`config.mk`:
```
export PLATFORM = sky130hd
export DESIGN_NAME = light_channel_auto_calibrate
export DESIGN_NICKNAME = d
export VERILOG_FILES = /design/src/hdl/lca_pkg.sv /design/src/hdl/lca_divider.sv /design/src/hdl/lca_track.sv /design/src/hdl/light_channel_auto_calibrate.sv
export SDC_FILE = /design/constraint.sdc
export NUM_CORES = 1
export LEC_CHECK = 0
export ABC_AREA = 1
export BUFFER_PORTS_ARGS = -buffer_cell sky130_fd_sc_hd__buf_2
export CORE_MARGIN = 3
export CORE_UTILIZATION = 45
export DETAILED_ROUTE_END_ITERATION = 10
export MAX_ROUTING_LAYER = met4
export PLACE_DENSITY_LB_ADDON = 0.05
export SETUP_SLACK_MARGIN = 0.1
export SLEW_MARGIN = 0
export SYNTH_ARGS = -nofsm -noshare
export SYNTH_HDL_FRONTEND = slang
export SYNTH_SLANG_ARGS = --single-unit
```
`constraint.sdc`:
```
create_clock -name clk -period 6 [get_ports clk]
set_input_delay 0.9 -clock clk [delete_from_list [all_inputs] [get_ports clk]]
set_output_delay 0.9 -clock clk [all_outputs]
set_load 0.005 [all_outputs]
```
`src/hdl/lca_pkg.sv`:
```
// shared constants, codes and interface structs for light channel calibration
// no dependencies
package lca_pkg;

  localparam int NUM_CHANNELS = 2;
  localparam int CH_W         = 1;
  localparam int STATE_DEPTH  = 2 ** CH_W;
  localparam int SAMPLE_W     = 16;
  localparam int LEVEL_W      = 17;
  localparam int WIN_W        = 4;
  localparam int FULL_SCALE   = 65536;
  localparam int DIV_STEPS    = SAMPLE_W;
  localparam int DIV_CNT_W    = $clog2(DIV_STEPS + 1);

  localparam logic [LEVEL_W-1:0] EPS_RESET    = LEVEL_W'(655);
  localparam logic [LEVEL_W-1:0] MARGIN_RESET = LEVEL_W'(6554);
  localparam logic [WIN_W-1:0]   WLEN_RESET   = WIN_W'(3);

  typedef enum logic [1:0] {
    EV_NONE   = 2'd0,
    EV_LEVEL  = 2'd1,
    EV_ACTIVE = 2'd2
  } event_t;

  typedef enum logic [1:0] {
    CFG_EPSILON = 2'd0,
    CFG_MARGIN  = 2'd1,
    CFG_WINDOW  = 2'd2
  } cfg_idx_t;

  typedef enum logic [1:0] {
    ST_IDLE,
    ST_MARK,
    ST_DIV,
    ST_WRAP
  } state_t;

  typedef struct packed {
    logic [LEVEL_W-1:0] eps;
    logic [LEVEL_W-1:0] margin;
    logic [WIN_W-1:0]   wlen;
  } cfg_t;

  typedef struct packed {
    logic                start;
    logic                zero;
    logic [SAMPLE_W-1:0] dividend;
    logic [SAMPLE_W-1:0] divisor;
  } div_req_t;

  typedef struct packed {
    logic               done;
    logic [LEVEL_W-1:0] quotient;
  } div_rsp_t;

  typedef struct packed {
    logic                mark_we;
    logic                wrap_we;
    logic [CH_W-1:0]     ch;
    logic [SAMPLE_W-1:0] sample;
    logic [LEVEL_W-1:0]  norm;
  } track_req_t;

  typedef struct packed {
    logic [SAMPLE_W-1:0] dividend;
    logic [SAMPLE_W-1:0] divisor;
    logic                zero;
    event_t              ev;
    logic [LEVEL_W-1:0]  level;
  } track_rsp_t;

endpackage

```
`src/hdl/lca_divider.sv`:
```
// bit-serial restoring divider, one quotient bit per cycle
// depends on lca_pkg
module lca_divider (
  input  logic              clk,
  input  logic              rst_n,
  input  lca_pkg::div_req_t req,
  output lca_pkg::div_rsp_t rsp
);

  logic                             busy_r, busy_nxt;
  logic [lca_pkg::DIV_CNT_W-1:0]    cnt_r, cnt_nxt;
  logic [lca_pkg::SAMPLE_W-1:0]     rem_r, rem_nxt;
  logic [lca_pkg::SAMPLE_W-1:0]     div_r, div_nxt;
  logic [lca_pkg::LEVEL_W-1:0]      quo_r, quo_nxt;
  logic [lca_pkg::SAMPLE_W:0]       rem_sh;
  logic                             qbit;
  logic                             top_bit;

  always_comb begin
    busy_nxt = busy_r;
    cnt_nxt  = cnt_r;
    rem_nxt  = rem_r;
    div_nxt  = div_r;
    quo_nxt  = quo_r;
    rem_sh   = {rem_r, 1'b0};
    qbit     = rem_sh >= {1'b0, div_r};
    top_bit  = req.dividend >= req.divisor;
    if (req.start) begin
      busy_nxt = 1'b1;
      div_nxt  = req.divisor;
      if (req.zero) begin
        cnt_nxt = '0;
        rem_nxt = '0;
        quo_nxt = '0;
      end else begin
        cnt_nxt = lca_pkg::DIV_CNT_W'(lca_pkg::DIV_STEPS);
        rem_nxt = top_bit ? (req.dividend - req.divisor) : req.dividend;
        quo_nxt = {{(lca_pkg::LEVEL_W-1){1'b0}}, top_bit};
      end
    end else if (busy_r) begin
      if (cnt_r == '0) begin
        busy_nxt = 1'b0;
      end else begin
        cnt_nxt = cnt_r - lca_pkg::DIV_CNT_W'(1);
        rem_nxt = qbit ? lca_pkg::SAMPLE_W'(rem_sh - {1'b0, div_r})
                       : lca_pkg::SAMPLE_W'(rem_sh);
        quo_nxt = {quo_r[lca_pkg::LEVEL_W-2:0], qbit};
      end
    end
  end

  always_ff @(posedge clk) begin
    if (!rst_n) begin
      busy_r <= 1'b0;
      cnt_r  <= '0;
    end else begin
      busy_r <= busy_nxt;
      cnt_r  <= cnt_nxt;
    end
    rem_r <= rem_nxt;
    div_r <= div_nxt;
    quo_r <= quo_nxt;
  end

  assign rsp.done     = busy_r && (cnt_r == '0);
  assign rsp.quotient = quo_r;

endmodule

```
`src/hdl/lca_track.sv`:
```
// per-channel calibration marks, window peak and report state
// depends on lca_pkg
module lca_track (
  input  logic                clk,
  input  logic                rst_n,
  input  lca_pkg::cfg_t       cfg,
  input  lca_pkg::track_req_t req,
  output lca_pkg::track_rsp_t rsp
);

  logic [lca_pkg::LEVEL_W-1:0]  low_mark_r   [lca_pkg::STATE_DEPTH];
  logic [lca_pkg::SAMPLE_W-1:0] high_mark_r  [lca_pkg::STATE_DEPTH];
  logic [lca_pkg::WIN_W-1:0]    window_cnt_r [lca_pkg::STATE_DEPTH];
  logic [lca_pkg::LEVEL_W-1:0]  peak_r       [lca_pkg::STATE_DEPTH];
  logic [lca_pkg::LEVEL_W-1:0]  last_r       [lca_pkg::STATE_DEPTH];
  logic                         active_r     [lca_pkg::STATE_DEPTH];

  logic                         ch_ok;
  logic [lca_pkg::LEVEL_W-1:0]  low_new;
  logic [lca_pkg::SAMPLE_W-1:0] high_new;
  logic [lca_pkg::LEVEL_W-1:0]  peak_new;
  logic [lca_pkg::WIN_W:0]      cnt_inc;
  logic                         win_end;
  logic [lca_pkg::LEVEL_W-1:0]  diff;
  logic [lca_pkg::LEVEL_W:0]    act_sum;
  logic                         report;
  logic                         activate;

  always_comb begin
    ch_ok    = int'(req.ch) < lca_pkg::NUM_CHANNELS;
    high_new = (req.sample > high_mark_r[req.ch]) ? req.sample : high_mark_r[req.ch];
    low_new  = ({1'b0, req.sample} < low_mark_r[req.ch]) ? {1'b0, req.sample}
                                                          : low_mark_r[req.ch];
    peak_new = (req.norm > peak_r[req.ch]) ? req.norm : peak_r[req.ch];
    cnt_inc  = {1'b0, window_cnt_r[req.ch]} + (lca_pkg::WIN_W+1)'(1);
    win_end  = cnt_inc >= {1'b0, cfg.wlen};
    diff     = (last_r[req.ch] > peak_new) ? (last_r[req.ch] - peak_new)
                                           : (peak_new - last_r[req.ch]);
    act_sum  = {1'b0, peak_new} + {1'b0, cfg.margin};
    report   = ch_ok && win_end && active_r[req.ch] && (diff > cfg.eps);
    activate = ch_ok && win_end && !active_r[req.ch] &&
               (act_sum > (lca_pkg::LEVEL_W+1)'(lca_pkg::FULL_SCALE));

    rsp.dividend = req.sample - low_new[lca_pkg::SAMPLE_W-1:0];
    rsp.divisor  = high_new;
    rsp.zero     = !ch_ok || (high_new == '0);
    rsp.ev       = report ? lca_pkg::EV_LEVEL : (activate ? lca_pkg::EV_ACTIVE
                                                          : lca_pkg::EV_NONE);
    rsp.level    = report ? peak_new : '0;
  end

  always_ff @(posedge clk) begin
    if (!rst_n) begin
      for (int c = 0; c < lca_pkg::STATE_DEPTH; c++) begin
        low_mark_r[c]   <= lca_pkg::LEVEL_W'(lca_pkg::FULL_SCALE);
        high_mark_r[c]  <= '0;
        window_cnt_r[c] <= lca_pkg::WIN_W'(c);
        peak_r[c]       <= '0;
        last_r[c]       <= '0;
        active_r[c]     <= 1'b0;
      end
    end else if (ch_ok) begin
      if (req.mark_we) begin
        low_mark_r[req.ch]  <= low_new;
        high_mark_r[req.ch] <= high_new;
      end
      if (req.wrap_we) begin
        if (win_end) begin
          window_cnt_r[req.ch] <= '0;
          peak_r[req.ch]       <= '0;
        end else begin
          window_cnt_r[req.ch] <= cnt_inc[lca_pkg::WIN_W-1:0];
          peak_r[req.ch]       <= peak_new;
        end
        if (report) begin
          last_r[req.ch] <= peak_new;
        end
        if (activate) begin
          active_r[req.ch] <= 1'b1;
        end
      end
    end
  end

endmodule

```
`src/hdl/light_channel_auto_calibrate.sv`:
```
// flow: an input beat passes the mark, divide and wrap steps before its result beat
// is registered; with a zero maximum the 16-step serial divider skips its steps, and no
// new input is taken before the wrap step; a stalled result beat holds the wrap step
// reset: synchronous active-low, state, config and valid registers return to defaults, every channel
// inactive with low mark at full scale and staggered window counts
module light_channel_auto_calibrate (
  input  logic                          clk,
  input  logic                          rst_n,
  input  logic                          in_valid,
  output logic                          in_ready,
  input  logic [lca_pkg::CH_W-1:0]      in_channel,
  input  logic [lca_pkg::SAMPLE_W-1:0]  in_sample,
  output logic                          out_valid,
  input  logic                          out_ready,
  output logic [lca_pkg::CH_W-1:0]      out_channel_out,
  output logic [lca_pkg::LEVEL_W-1:0]   out_normalized,
  output logic [1:0]                    out_event_res,
  output logic [lca_pkg::LEVEL_W-1:0]   out_level,
  input  logic                          cfg_we,
  input  logic [1:0]                    cfg_index,
  input  logic [lca_pkg::LEVEL_W-1:0]   cfg_data
);

  lca_pkg::state_t              state_r, state_nxt;
  lca_pkg::cfg_t                cfg_r, cfg_nxt;
  logic [lca_pkg::CH_W-1:0]     ch_r;
  logic [lca_pkg::SAMPLE_W-1:0] sample_r;
  logic                         out_valid_r, out_valid_nxt;
  logic [lca_pkg::CH_W-1:0]     out_ch_r;
  logic [lca_pkg::LEVEL_W-1:0]  out_norm_r;
  logic [1:0]                   out_ev_r;
  logic [lca_pkg::LEVEL_W-1:0]  out_level_r;
  logic                         in_beat;
  logic                         wrap_go;

  lca_pkg::div_req_t   div_req;
  lca_pkg::div_rsp_t   div_rsp;
  lca_pkg::track_req_t trk_req;
  lca_pkg::track_rsp_t trk_rsp;

  assign in_ready = (state_r == lca_pkg::ST_IDLE);
  assign in_beat  = in_valid && in_ready;
  assign wrap_go  = (state_r == lca_pkg::ST_WRAP) && (!out_valid_r || out_ready);

  always_comb begin
    state_nxt = state_r;
    unique case (state_r)
      lca_pkg::ST_IDLE: if (in_valid) state_nxt = lca_pkg::ST_MARK;
      lca_pkg::ST_MARK: state_nxt = lca_pkg::ST_DIV;
      lca_pkg::ST_DIV:  if (div_rsp.done) state_nxt = lca_pkg::ST_WRAP;
      lca_pkg::ST_WRAP: if (wrap_go) state_nxt = lca_pkg::ST_IDLE;
      default:          state_nxt = lca_pkg::ST_IDLE;
    endcase
  end

  always_comb begin
    cfg_nxt = cfg_r;
    if (cfg_we) begin
      unique case (cfg_index)
        lca_pkg::CFG_EPSILON: cfg_nxt.eps    = cfg_data;
        lca_pkg::CFG_MARGIN:  cfg_nxt.margin = cfg_data;
        lca_pkg::CFG_WINDOW:  cfg_nxt.wlen   = cfg_data[lca_pkg::WIN_W-1:0];
        default:              cfg_nxt        = cfg_r;
      endcase
    end
  end

  always_comb begin
    trk_req.mark_we = (state_r == lca_pkg::ST_MARK);
    trk_req.wrap_we = wrap_go;
    trk_req.ch      = ch_r;
    trk_req.sample  = sample_r;
    trk_req.norm    = div_rsp.quotient;

    div_req.start    = (state_r == lca_pkg::ST_MARK);
    div_req.zero     = trk_rsp.zero;
    div_req.dividend = trk_rsp.dividend;
    div_req.divisor  = trk_rsp.divisor;

    out_valid_nxt = out_valid_r;
    if (wrap_go) begin
      out_valid_nxt = 1'b1;
    end else if (out_ready) begin
      out_valid_nxt = 1'b0;
    end
  end

  always_ff @(posedge clk) begin
    if (!rst_n) begin
      state_r     <= lca_pkg::ST_IDLE;
      cfg_r.eps    <= lca_pkg::EPS_RESET;
      cfg_r.margin <= lca_pkg::MARGIN_RESET;
      cfg_r.wlen   <= lca_pkg::WLEN_RESET;
      out_valid_r <= 1'b0;
    end else begin
      state_r     <= state_nxt;
      cfg_r       <= cfg_nxt;
      out_valid_r <= out_valid_nxt;
    end
    if (in_beat) begin
      ch_r     <= in_channel;
      sample_r <= in_sample;
    end
    if (wrap_go) begin
      out_ch_r    <= ch_r;
      out_norm_r  <= div_rsp.quotient;
      out_ev_r    <= trk_rsp.ev;
      out_level_r <= trk_rsp.level;
    end
  end

  lca_divider u_div (
    .clk   (clk),
    .rst_n (rst_n),
    .req   (div_req),
    .rsp   (div_rsp)
  );

  lca_track u_track (
    .clk   (clk),
    .rst_n (rst_n),
    .cfg   (cfg_r),
    .req   (trk_req),
    .rsp   (trk_rsp)
  );

  assign out_valid       = out_valid_r;
  assign out_channel_out = out_ch_r;
  assign out_normalized  = out_norm_r;
  assign out_event_res   = out_ev_r;
  assign out_level       = out_level_r;

endmodule

```
==> flow_metrics.tcl <==
set metrics [dict create \
    num-nets-final 2769 \
    timing.critical_path.buf_inv 7 \
    grt_overflow_total 0 \
    ys.warnings.count 0 \
    maximum_number_of_pins_on_one_net_before_global_route_repair 75 \
    fin_crit_sh_pct 94.2 \
    cts-htree-levels 2 \
    post-route-cell-area_sq_um 23800 \
    tritoncts "yes" \
    asyncSetResetFlopFracSynth_pct 0 \
    synth.avg_cell_area_sq_um 8.44 \
    synth.top_cells.by_area "sky130_fd_sc_hd__edfxtp_1 38%, sky130_fd_sc_hd__ha_1 11%, sky130_fd_sc_hd__nand2_1 8.8%, sky130_fd_sc_hd__inv_1 6.1%, sky130_fd_sc_hd__nor2_1 5.7%" \
    layout_min_cycle_time_ns 5.65 \
    die-height_microns 213 \
    synthesis.area_sq_um 19300 \
    grt-busiest-layer "met2" \
    most_frequent_cell_on_the_critical_path "sky130_fd_sc_hd__nand2_1" \
    viasPerCell 5.14 \
    dp_hpwl_microns 40400 \
    achievable-frequency_ghz 0.177 \
    synth_area_leader_cell "sky130_fd_sc_hd__edfxtp_1" \
    die_width_microns 213 \
    number_of_global_route_vias_before_repair 15500 \
    cts_inserted_buffers 35 \
    vias 16000 \
    row_count 75 \
    area_delta_synth_final_pct 23.4 \
    synth_top_cell_area_share_pct 38.2 \
    critical_path.endpoint_type "flip-flop" \
    cts.path.max_buffers 3 \
    timing.clock.skew_ns 0.0135 \
    cts_num_sinks 295 \
    ys_seq_elements 295 \
    met2_global_route_usage_pct 42.7 \
    crit_path_top_delay_cell "sky130_fd_sc_hd__dfxtp_4" \
    start_util_pct 45.8 \
    total_routed_wirelength_microns 54200 \
    detail-route-antenna-nets 0 \
    detail_route.drc_violations 0 \
    routedWlPerCell_microns 17.4 \
    hold_viol_final 0 \
    grt_antenna_before_repair 0 \
    cp_data_required_time_ns 6.26 \
    setup_violations 0 \
    num_io_pins 80 \
    grtUsageMet1_pct 28.4 \
    clkTransAtPathRegs_ns 0.06 \
    worst-path-max-fanout 9 \
    placedInstanceArea_sq_um 21400 \
    cts.root.buffer_cell "sky130_fd_sc_hd__clkbuf_16" \
    run_status "finished clean" \
    grt_usage_pct 24.2 \
    synth.most_common_cell "sky130_fd_sc_hd__nand2_1" \
    netlist-cell-type-count 54 \
    worst_path_dominant_cell_family "simple AND/OR/NAND/NOR gates" \
    worst_slew_pin_slew_ns 1.05 \
    finalMaxSlewViolations 0 \
    syn-instance-count 2283 \
    synthesis.nets 2503 \
    globalRouteMet3Util_pct 2.60 \
    gp_routability_congestion 0.901 \
    floorplan.die_area_sq_um 45400 \
    clkLatencyLatePin_ns 0.55 \
    hold_fix_buffers_cts 0 \
    unrepaired_setup_endpoints_after_global_routing "true" \
    core_region_area_sq_um 42100 \
    first_pass_iteration_count_of_the_detailed_router 5 \
    drive_gt1_share_pct 20.3 \
    synth_enable_flop_cells 245 \
    max_slew_margin_pct 29.6 \
    cap_violations 0 \
    min_path_type "reg -> reg" \
    ys_seq_area_share_pct 43.4 \
    crit_arrival_ns 5.91 \
    critPathKind "reg -> reg" \
    synth_top_flop_cell "sky130_fd_sc_hd__edfxtp_1" \
    insertedDiodeCount 0 \
    numPortBuffers 79 \
    synth_top_cells_by_count "452 x sky130_fd_sc_hd__nand2_1, 311 x sky130_fd_sc_hd__inv_1, 294 x sky130_fd_sc_hd__nor2_1" \
    cp-start-kind "flip-flop" \
    critPathMaxStageDelay_ns 0.38 \
    drt-initial-drc-count 925 \
    grt_first_pass_wirelength_microns 82600 \
]
## layer usage
metal	wire length, microns	up-vias
met2	27400	271
met4	2150	0
met3	1780	89
met1	22900	7490
li1	-	8141
met5	0	-
## tightest hold or removal path, cell delays in order (launching register included)
cell and delay, ns:
sky130_fd_sc_hd__dfxtp_1 0.30, sky130_fd_sc_hd__nand2_1 0.06, sky130_fd_sc_hd__nand2_1 0.05
## timing repair
action                                  in CTS  in global routing
resized for setup                           16                165
endpoints found under the setup margin     103                103
buffers inserted                             5                 24
gates cloned                                 0                  8
pin swaps                                    0                 31
hold endpoints to repair                     0                  0
## cell type report
type / count / area, sq um
clock inverters: 19 / 253
flip-flops and latches: 295 / 8360
clock buffers: 44 / 940
inverters: 324 / 1230
repair buffers: 292 / 2190
fillers: 3868 / 18400
multi-input cells: 1601 / 10100
well taps: 539 / 674
## state kept, by name, indices dropped and copies added (netlist names), 5 cells and up, named ones only
| signal | cells |
|---|---|
| sample_r | 16 |
| u_track.window_cnt_r | 8 |
| u_div.quo_r | 17 |
| cfg_r | 38 |
| u_track.last_r | 34 |
| u_track.high_mark_r | 32 |
| u_div.div_r | 16 |
| out_normalized | 17 |
| u_track.low_mark_r | 34 |
| u_div.cnt_r | 5 |
| u_track.peak_r | 34 |
| out_level | 17 |
| u_div.rem_r | 16 |
## cell usage in the layout, fill, tap and decap left out, drive strengths merged, types with 31 or more instances in the layout
| master | synthesis | routed |
|---|---|---|
| ha | 173 | 173 |
| a21oi | 127 | 127 |
| clkbuf | 35 | 48 |
| nand3 | 107 | 107 |
| xor2 | 53 | 53 |
| nand2 | 476 | 479 |
| dfxtp | 50 | 50 |
| edfxtp | 245 | 245 |
| buf | 31 | 288 |
| nor2 | 297 | 297 |
| mux2i | 31 | 31 |
| inv | 322 | 325 |
| o21ai | 179 | 179 |
## metrics by stage
| step | hold WS [ns] | worst slack [ns] | TNS, ns | utilization [%] | cells |
|---|---|---|---|---|---|
| floorplan | 0.421 | 0.119 | 0 | - | 2283 |
| global placement | 0.437 | -0.110 | -4.75 | 50.8 | 3014 |
| detailed placement | 0.437 | -0.208 | -9.93 | 50.8 | 3014 |
| CTS | 0.451 | 0.136 | 0 | 53.9 | 3082 |
| global route | 0.474 | 0.0208 | 0 | 56.4 | 3114 |
| finish | 0.450 | 0.349 | 0 | 56.4 | 3114 |
## final timing paths
path	from	slack, ns	cells past startpoint	to
max reg2reg	flip-flop	0.35	36	u_track.last_r[1][0]
min reg2reg	u_track.active_r[0]	0.45	2	u_track.active_r[0]
max	flip-flop	0.35	36	u_track.last_r[1][0]
min	u_track.active_r[0]	0.45	2	u_track.active_r[0]
## logic make-up (layout without fill, tap and decap cells)
| family | Yosys count | in the layout | share of synthesized area, % |
|---|---|---|---|
| flops | 295 | 295 | 43.4 |
| compound gates | 378 | 378 | 11.5 |
| mux | 34 | 34 | 1.78 |
| simple gates | 934 | 937 | 20.2 |
| fa+ha+maj | 179 | 179 | 11.9 |
| xor+xnor | 73 | 73 | 3.32 |
| buf+inv | 390 | 679 | 8.07 |
Power is not shown: default switching activity piles up to over one toggle a cycle in this logic, so the estimate is an artifact.
